==> config.mk <==
export PLATFORM = sky130hd
export DESIGN_NAME = threshold_triggered_op_queue
export DESIGN_NICKNAME = d
export VERILOG_FILES = /design/src/hw/rtl/tttoq_pkg.sv /design/src/hw/rtl/tttoq_ram.sv /design/src/hw/rtl/tttoq_out.sv /design/src/hw/rtl/threshold_triggered_op_queue.sv
export SDC_FILE = /design/constraint.sdc
export NUM_CORES = 1
export LEC_CHECK = 0
export BUFFER_PORTS_ARGS = -buffer_cell sky130_fd_sc_hd__buf_2
export CAP_MARGIN = 20
export CELL_PAD_IN_SITES_DETAIL_PLACEMENT = 1
export CELL_PAD_IN_SITES_GLOBAL_PLACEMENT = 2
export CORE_MARGIN = 2
export CORE_UTILIZATION = 47
export DETAILED_ROUTE_END_ITERATION = 8
export GPL_TIMING_DRIVEN = 0
export PLACE_DENSITY = 0.83
export SLEW_MARGIN = 20
export SYNTH_ARGS = -nofsm -noshare
export SYNTH_HDL_FRONTEND = slang
export SYNTH_SLANG_ARGS = --single-unit
export TNS_END_PERCENT = 1
==> constraint.sdc <==
create_clock -name i_clk -period 9.85 [get_ports i_clk]
set_clock_uncertainty 0.05 [all_clocks]
set_input_delay 2.955 -clock i_clk [delete_from_list [all_inputs] [get_ports i_clk]]
set_output_delay 2.955 -clock i_clk [all_outputs]
set_load 0.005 [all_outputs]
==> src/hw/rtl/tttoq_pkg.sv <==
// ----------------------------------------------------------------------------
// tttoq_pkg
// Shared types, constants and helpers of the threshold-triggered op queue.
// ----------------------------------------------------------------------------
package tttoq_pkg;

    localparam int unsigned DEPTH = 16;                 // held entries
    localparam int unsigned AW    = $clog2(DEPTH);      // entry address width
    localparam int unsigned CW    = $clog2(DEPTH + 1);  // occupancy width
    localparam int unsigned SW    = CW + 1;             // pointer sum width

    localparam int unsigned CNT_W = 32;
    localparam int unsigned TAG_W = 16;

    typedef enum logic [0:0] {
        CMD_ENQUEUE = 1'b0,
        CMD_CHECK   = 1'b1
    } t_command;

    typedef enum logic [1:0] {
        OUT_FIRED    = 2'd0,
        OUT_QUEUED   = 2'd1,
        OUT_FULL     = 2'd2,
        OUT_RELEASED = 2'd3
    } t_outcome;

    typedef struct packed {
        logic [CNT_W-1:0] thr;
        logic [TAG_W-1:0] tag;
    } t_entry;

    typedef struct packed {
        t_outcome         outcome;
        logic [TAG_W-1:0] tag;
        logic             last;
    } t_result;

    // Physical address of logical slot off, counted from base, wrapped at DEPTH.
    function automatic logic [AW-1:0] ptr_add(input logic [AW-1:0] base,
                                               input logic [CW-1:0] off);
        logic [SW-1:0] s;
        s = SW'(base) + SW'(off);
        if (s >= SW'(DEPTH)) begin
            s = s - SW'(DEPTH);
        end
        return s[AW-1:0];
    endfunction

endpackage

==> src/hw/rtl/tttoq_ram.sv <==
// ----------------------------------------------------------------------------
// tttoq_ram
// Generic single-write, single-read RAM with registered read data.
// ----------------------------------------------------------------------------
module tttoq_ram #(
    parameter int unsigned WIDTH = 8,
    parameter int unsigned DEPTH = 16
) (
    input  logic                     i_clk,
    input  logic                     i_we,
    input  logic [$clog2(DEPTH)-1:0] i_waddr,
    input  logic [WIDTH-1:0]         i_wdata,
    input  logic                     i_re,
    input  logic [$clog2(DEPTH)-1:0] i_raddr,
    output logic [WIDTH-1:0]         o_rdata
);

    logic [WIDTH-1:0] r_mem [DEPTH];
    logic [WIDTH-1:0] r_rdata;

    always_ff @(posedge i_clk) begin
        if (i_we) begin
            r_mem[i_waddr] <= i_wdata;
        end
        if (i_re) begin
            r_rdata <= r_mem[i_raddr];
        end
    end

    assign o_rdata = r_rdata;

endmodule

==> src/hw/rtl/tttoq_out.sv <==
// ----------------------------------------------------------------------------
// tttoq_out
// Result output register: holds one item until the sink takes it.
// ----------------------------------------------------------------------------
module tttoq_out
    import tttoq_pkg::*;
(
    input  logic                 i_clk,
    input  logic                 i_rst_n,
    input  logic                 i_push,
    input  t_result              i_res,
    output logic                 o_free,
    output logic                 m_axis_tvalid,
    input  logic                 m_axis_tready,
    output logic [TAG_W-1:0]     m_axis_tdata,   // result_tag
    output logic [1:0]           m_axis_tuser,   // outcome
    output logic                 m_axis_tlast    // last_result
);

    logic    r_valid;
    t_result r_res;

    assign o_free = !r_valid || m_axis_tready;

    always_ff @(posedge i_clk) begin
        if (!i_rst_n) begin
            r_valid <= 1'b0;
        end else if (o_free) begin
            r_valid <= i_push;
        end
        if (o_free && i_push) begin
            r_res <= i_res;
        end
    end

    assign m_axis_tvalid = r_valid;
    assign m_axis_tdata  = r_res.tag;
    assign m_axis_tuser  = r_res.outcome;
    assign m_axis_tlast  = r_res.last;

endmodule

==> src/hw/rtl/threshold_triggered_op_queue.sv <==
// ----------------------------------------------------------------------------
// threshold_triggered_op_queue
// Threshold-sorted holding queue for triggered operations.
// ----------------------------------------------------------------------------
// Pending operations sit in one RAM as a ring of DEPTH entries (threshold and
// tag), kept sorted by threshold, oldest first among equal thresholds. The
// head of the ring is the next entry due. An enqueue whose counter value has
// already reached its threshold, or that finds the queue full, answers at
// once. A queued enqueue answers at once and then walks the ring from the
// tail toward the head, moving one larger entry up by one slot per cycle
// (into an empty queue it is written straight to the head slot). A check reads the
// head, releases it if due, and reads the next head, one entry per cycle
// while the sink takes results. One released tag is held back until the
// next compare tells whether it is the last one, so tlast is exact. The
// single RAM read port sets these rates. No new item is taken while a walk
// is in progress.
// ----------------------------------------------------------------------------
module threshold_triggered_op_queue
    import tttoq_pkg::*;
(
    input  logic                 i_clk,
    input  logic                 i_rst_n,
    // input items
    input  logic                 s_axis_tvalid,
    output logic                 s_axis_tready,
    input  logic [79:0]          s_axis_tdata,   // counter_value, trigger_threshold, request_tag
    input  logic [0:0]           s_axis_tuser,   // command
    // result items
    output logic                 m_axis_tvalid,
    input  logic                 m_axis_tready,
    output logic [TAG_W-1:0]     m_axis_tdata,   // result_tag
    output logic [1:0]           m_axis_tuser,   // outcome
    output logic                 m_axis_tlast    // last_result
);

    typedef enum logic [2:0] {
        ST_IDLE,
        ST_INS_CMP,
        ST_INS_WR,
        ST_CHK_CMP,
        ST_CHK_FIN
    } t_state;

    t_state           r_state, n_state;
    logic [AW-1:0]    r_head,  n_head;
    logic [CW-1:0]    r_occ,   n_occ;
    logic [CW-1:0]    r_idx,   n_idx;
    t_entry           r_new,   n_new;
    logic [CNT_W-1:0] r_count, n_count;
    logic             r_pend_v, n_pend_v;
    logic [TAG_W-1:0] r_pend_tag, n_pend_tag;

    // input fields
    logic [CNT_W-1:0] in_count;
    logic [CNT_W-1:0] in_thr;
    logic [TAG_W-1:0] in_tag;
    t_command         in_cmd;
    logic             accept;

    // RAM port
    logic             ram_we, ram_re;
    logic [AW-1:0]    ram_waddr, ram_raddr;
    t_entry           ram_wdata, ram_rdata;

    // result push
    logic             out_free;
    logic             push;
    t_result          push_res;

    assign in_count = s_axis_tdata[31:0];
    assign in_thr   = s_axis_tdata[63:32];
    assign in_tag   = s_axis_tdata[79:64];
    assign in_cmd   = t_command'(s_axis_tuser[0]);

    // Take items only when idle and the result register can take an answer.
    assign s_axis_tready = (r_state == ST_IDLE) && out_free;
    assign accept        = s_axis_tvalid && s_axis_tready;

    always_comb begin
        n_state    = r_state;
        n_head     = r_head;
        n_occ      = r_occ;
        n_idx      = r_idx;
        n_new      = r_new;
        n_count    = r_count;
        n_pend_v   = r_pend_v;
        n_pend_tag = r_pend_tag;
        ram_we     = 1'b0;
        ram_waddr  = r_head;
        ram_wdata  = r_new;
        ram_re     = 1'b0;
        ram_raddr  = r_head;
        push       = 1'b0;
        push_res   = '{outcome: OUT_FIRED, tag: in_tag, last: 1'b1};

        case (r_state)
            ST_IDLE: begin
                if (accept) begin
                    case (in_cmd)
                        CMD_ENQUEUE: begin
                            push = 1'b1;
                            if (in_count >= in_thr) begin
                                push_res.outcome = OUT_FIRED;
                            end else if (r_occ == CW'(DEPTH)) begin
                                push_res.outcome = OUT_FULL;
                            end else begin
                                push_res.outcome = OUT_QUEUED;
                                n_new = '{thr: in_thr, tag: in_tag};
                                if (r_occ == '0) begin
                                    // empty: drop straight into the head slot
                                    ram_we    = 1'b1;
                                    ram_waddr = r_head;
                                    ram_wdata = '{thr: in_thr, tag: in_tag};
                                    n_occ     = CW'(1);
                                end else begin
                                    // start the walk at the tail entry
                                    ram_re    = 1'b1;
                                    ram_raddr = ptr_add(r_head, r_occ - CW'(1));
                                    n_idx     = r_occ;
                                    n_state   = ST_INS_CMP;
                                end
                            end
                        end
                        CMD_CHECK: begin
                            if (r_occ != '0) begin
                                ram_re    = 1'b1;
                                ram_raddr = r_head;
                                n_count   = in_count;
                                n_pend_v  = 1'b0;
                                n_state   = ST_CHK_CMP;
                            end
                        end
                        default: begin
                        end
                    endcase
                end
            end

            ST_INS_CMP: begin
                // ram_rdata holds logical slot r_idx - 1
                ram_we    = 1'b1;
                ram_waddr = ptr_add(r_head, r_idx);
                if (ram_rdata.thr > r_new.thr) begin
                    // move the larger entry up one slot and keep walking
                    ram_wdata = ram_rdata;
                    n_idx     = r_idx - CW'(1);
                    if (r_idx == CW'(1)) begin
                        n_state = ST_INS_WR;
                    end else begin
                        ram_re    = 1'b1;
                        ram_raddr = ptr_add(r_head, r_idx - CW'(2));
                    end
                end else begin
                    ram_wdata = r_new;
                    n_occ     = r_occ + CW'(1);
                    n_state   = ST_IDLE;
                end
            end

            ST_INS_WR: begin
                // every held entry was larger: new entry becomes the head
                ram_we    = 1'b1;
                ram_waddr = r_head;
                ram_wdata = r_new;
                n_occ     = r_occ + CW'(1);
                n_state   = ST_IDLE;
            end

            ST_CHK_CMP: begin
                // ram_rdata holds the current head
                if (r_count >= ram_rdata.thr) begin
                    if (!r_pend_v || out_free) begin
                        if (r_pend_v) begin
                            push     = 1'b1;
                            push_res = '{outcome: OUT_RELEASED, tag: r_pend_tag,
                                         last: 1'b0};
                        end
                        n_pend_v   = 1'b1;
                        n_pend_tag = ram_rdata.tag;
                        n_head     = ptr_add(r_head, CW'(1));
                        n_occ      = r_occ - CW'(1);
                        if (r_occ > CW'(1)) begin
                            ram_re    = 1'b1;
                            ram_raddr = ptr_add(r_head, CW'(1));
                        end else begin
                            n_state = ST_CHK_FIN;
                        end
                    end
                end else begin
                    n_state = ST_CHK_FIN;
                end
            end

            ST_CHK_FIN: begin
                // flush the held-back tag as the last release
                if (!r_pend_v) begin
                    n_state = ST_IDLE;
                end else if (out_free) begin
                    push     = 1'b1;
                    push_res = '{outcome: OUT_RELEASED, tag: r_pend_tag, last: 1'b1};
                    n_pend_v = 1'b0;
                    n_state  = ST_IDLE;
                end
            end

            default: begin
                n_state = ST_IDLE;
            end
        endcase
    end

    always_ff @(posedge i_clk) begin
        if (!i_rst_n) begin
            r_state  <= ST_IDLE;
            r_head   <= '0;
            r_occ    <= '0;
            r_idx    <= '0;
            r_pend_v <= 1'b0;
        end else begin
            r_state  <= n_state;
            r_head   <= n_head;
            r_occ    <= n_occ;
            r_idx    <= n_idx;
            r_pend_v <= n_pend_v;
        end
        r_new      <= n_new;
        r_count    <= n_count;
        r_pend_tag <= n_pend_tag;
    end

    tttoq_ram #(
        .WIDTH ($bits(t_entry)),
        .DEPTH (DEPTH)
    ) u_ram (
        .i_clk   (i_clk),
        .i_we    (ram_we),
        .i_waddr (ram_waddr),
        .i_wdata (ram_wdata),
        .i_re    (ram_re),
        .i_raddr (ram_raddr),
        .o_rdata (ram_rdata)
    );

    tttoq_out u_out (
        .i_clk         (i_clk),
        .i_rst_n       (i_rst_n),
        .i_push        (push),
        .i_res         (push_res),
        .o_free        (out_free),
        .m_axis_tvalid (m_axis_tvalid),
        .m_axis_tready (m_axis_tready),
        .m_axis_tdata  (m_axis_tdata),
        .m_axis_tuser  (m_axis_tuser),
        .m_axis_tlast  (m_axis_tlast)
    );

endmodule
==> results.toml <==
[routing]
routed_wl_um = 126000
wl_per_cell_um = 32.0
via_per_inst = 6.19
drt_iter0_markers = 2549
drt-pass1-iter-count = 7
drc = 0
ant_nets = 0
vias = 24300

[clock_tree]
cts_root_buf = "clkbuf_16"
clkLatencyLatePin_ps = 670
cts.repair.resized = 0
clockBufferDepth = 3
cts-hold-fix-buffers = 0
h-tree-depth = 3
cts_tree = "done"
cts_made_buffers = 99
cts.clk_slew.worst_paths_ps = 60
post-cts-setup-buffers = 0
cts.sinks = 950

[logic_synthesis]
yosysWarnings = 0
ys_ff_latch = 950
syn_inst = 2453
synth-seq-area-share_pct = 70.9
synth_cell_types = 80
syn_avg_cell_area_sq_um = 16.3
synth-edff-count = 931
synthArstFlopShare_pct = 0
yosysTopAreaCellShare_pct = 69.9
synth.area.top_cells = "edfxtp_1 70%, mux2i_1 6.8%, ha_1 3.5%, mux4_2 1.6%, nand2_1 1.4%"
synth_fp_nets = 2653
yosys.area.top_type = "edfxtp_1"
syn-cell-area_sq_um = 40000
ys.flop_type = "edfxtp_1"

[global_routing]
grt_max_degree = 26
antenna_found_initial = 0
grt_first_pass_wirelength_um = 179000
groute.usage.overall_pct = 28.9
overflow = 0
first_global_vias = 25300

[run_status]
outcome = "finished clean"

[sta]
setup_violations = 0
setup_tns_ps = 0
fin_crit_sh_pct = 82.5
clock.fmax_ghz = 0.123
layout_min_cycle_time_ps = 8130
final_hold_viol_count = 0
rsz0062_at_grt = "no"
slew_headroom_pct = 13.8
whs_ps = 407
max_slew.worst_pin.slew_ps = 1290
slew_violations = 0

[placed_design]
placedInstanceArea_sq_um = 43300
hpwlAfterDp_um = 86600
place.gp.congestion = 0.864
dp.cells = 3747
port_buffers = 105

[critical_path]
worst_path_largest_cell_delay_ps = 880
critPathCaptureType = "flip-flop"
crit_buf_inv = 4
crit_family = "simple AND/OR/NAND/NOR gates"
crit_slowest_cell = "clkbuf_1"
cp_data_required_time_ps = 10200
path_cells = "buf_2 -> inv_1 -> ha_1 -> nand4_1 -> nor4_1 -> o21ai_0 -> a31oi_4 -> nor2_2 -> o22ai_1 -> a221o_1 -> or3_1 -> nand2b_1 -> clkbuf_1 -> clkbuf_1 -> o22ai_1 -> or4_1"
arrival_ps = 8480
startpoint_type = "primary input"
critPathKind = "primary input to flip-flop"
critPathMaxFanout = 10

[layout]
final_area_sq_um = 46600
final_cells = 3926
nNetsFinal = 2914
fillCellCount = 7785
n_antenna_cell = 0
multiInputGateArea_sq_um = 10700
drive_gt1_share_pct = 17.5
syn_to_final_growth_pct = 16.5
regArea_sq_um = 28300
finish.utilization_pct = 55.5

[die]
die_x_um = 296
rows = 106
die_area_sq_um = 87400
die_h_um = 296
io_pins = 106
start_util_pct = 47.6
core_area_sq_um = 84000

[power]
p_leak_nw = 17.6
vdd_drop_max_v = 0.000159
power_density_nw_per_um2 = 253

[flow_run]
max-cap-violations = 0

[hold_path]
hold_class = "flip-flop to flip-flop"
state kept, by name (all words and copies together) (netlist names):
signal               flops
r_idx                    5
r_occ                    5
r_count                 32
u_ram.r_mem            768
u_out.m_axis_tvalid      1
u_out.m_axis_tuser       2
r_pend_v                 1
u_ram.o_rdata           48
u_out.m_axis_tdata      16
r_state                  3
u_out.m_axis_tlast       1
r_new                   48
r_pend_tag              16
r_head                   4
path summary, 6_finish.rpt:
| kind | startpoint | end | slack (ps) | cells after the start |
|---|---|---|---|---|
| setup reg to reg | u_ram.o_rdata[24]$_DFFE_PP_ | u_ram.o_rdata[30]$_DFFE_PP_ | 3730 | 15 |
| hold / removal | u_ram.o_rdata[0]$_DFFE_PP_ | r_pend_tag[0]$_DFFE_PP_ | 410 | 0 |
| hold reg to reg | u_ram.o_rdata[0]$_DFFE_PP_ | r_pend_tag[0]$_DFFE_PP_ | 410 | 0 |
| setup / recovery | s_axis_tdata[59] | u_ram.o_rdata[30]$_DFFE_PP_ | 1720 | 16 |
cells in the final DEF (no fill, tap or decap), types with 52 or more instances in the layout:
cell and count:
edfxtp_1 931, mux2i_1 271, nand2_1 149, buf_2 136, inv_1 114, ha_1 112, clkbuf_16 99, o22ai_1 83
nor2b_1 62, clkbuf_1 61, a22oi_1 52
through the flow:
stage / power, mW / setup WS (ps)
6_report: 11.8 / 1720
5_1_grt: 12.1 / 1580
4_1_cts: 11.8 / 1730
3_5_place_dp: 7.95 / 1020
3_3_place_gp: 7.78 / -4010
2_1_floorplan: 6.79 / 1280
Yosys cell counts, types with 8 or more instances:
cell      instances
a211oi_1         48
a21oi_1          48
a22oi_1          52
buf_2            29
buf_4            12
buf_6            23
clkbuf_1         48
dfxtp_1          19
edfxtp_1        931
ha_1            112
inv_1           114
mux2_2           37
mux2i_1         271
mux4_1           13
mux4_2           28
nand2_1         150
nand3_1          15
nand4_1          16
nor2_1           55
nor2b_1          62
nor3_1           22
o21a_1            8
o21ai_0          38
o22a_1            8
o22ai_1          84
o32ai_1          23
or4_1            42
xnor2_1          13
where the power goes:
part	internal, mW	switching, mW
sequential	5.08	0.163
combinational	0.858	1.84
clock	2.22	1.61
total	8.16	3.62
final cells by class:
| cell class | instances | share of cell area (%) |
|---|---|---|
| timing repair buffer | 160 | 3.70 |
| tap | 1134 | 3.04 |
| clock inverter | 63 | 1.60 |
| sequential | 950 | 60.8 |
| multi-input combinational | 1269 | 22.9 |
| inverter | 115 | 0.926 |
| clock buffer | 116 | 5.45 |
| buffer | 119 | 1.55 |
worst register-to-register path, cell delays in order (launching register included):
cell and delay [ps]:
edfxtp_1 520, ha_1 360, nand4_1 250, nor3_1 480, a21bo_1 290, a31oi_1 360
o211a_1 210, buf_2 310, a32o_1 260, a221o_1 260, or3_1 290, nand2b_1 150
clkbuf_1 420, clkbuf_1 880, o22ai_1 220, or4_1 560
routing by layer:
layer	up-vias	share of wire, %	GRT usage (%)
met3	270	8.5	5.56
li1	10200	-	-
met1	12600	40	38.6
met4	0	4.0	10.9
met5	-	0	0
met2	1219	48	47.2
kinds of logic (layout without fill, tap and decap cells):
family	after synthesis	in the layout	synth area share, %
buffers and inverters	234	573	2.87
adders and majority gates	115	115	3.65
DFF	950	950	70.9
muxes	349	349	10.3
and+or+nand+nor	410	410	5.33
xor gates and xnor gates	18	18	0.394
AOI/OAI and AO/OA	377	377	6.64
No activity file was read; power rests on OpenSTA's default activity.
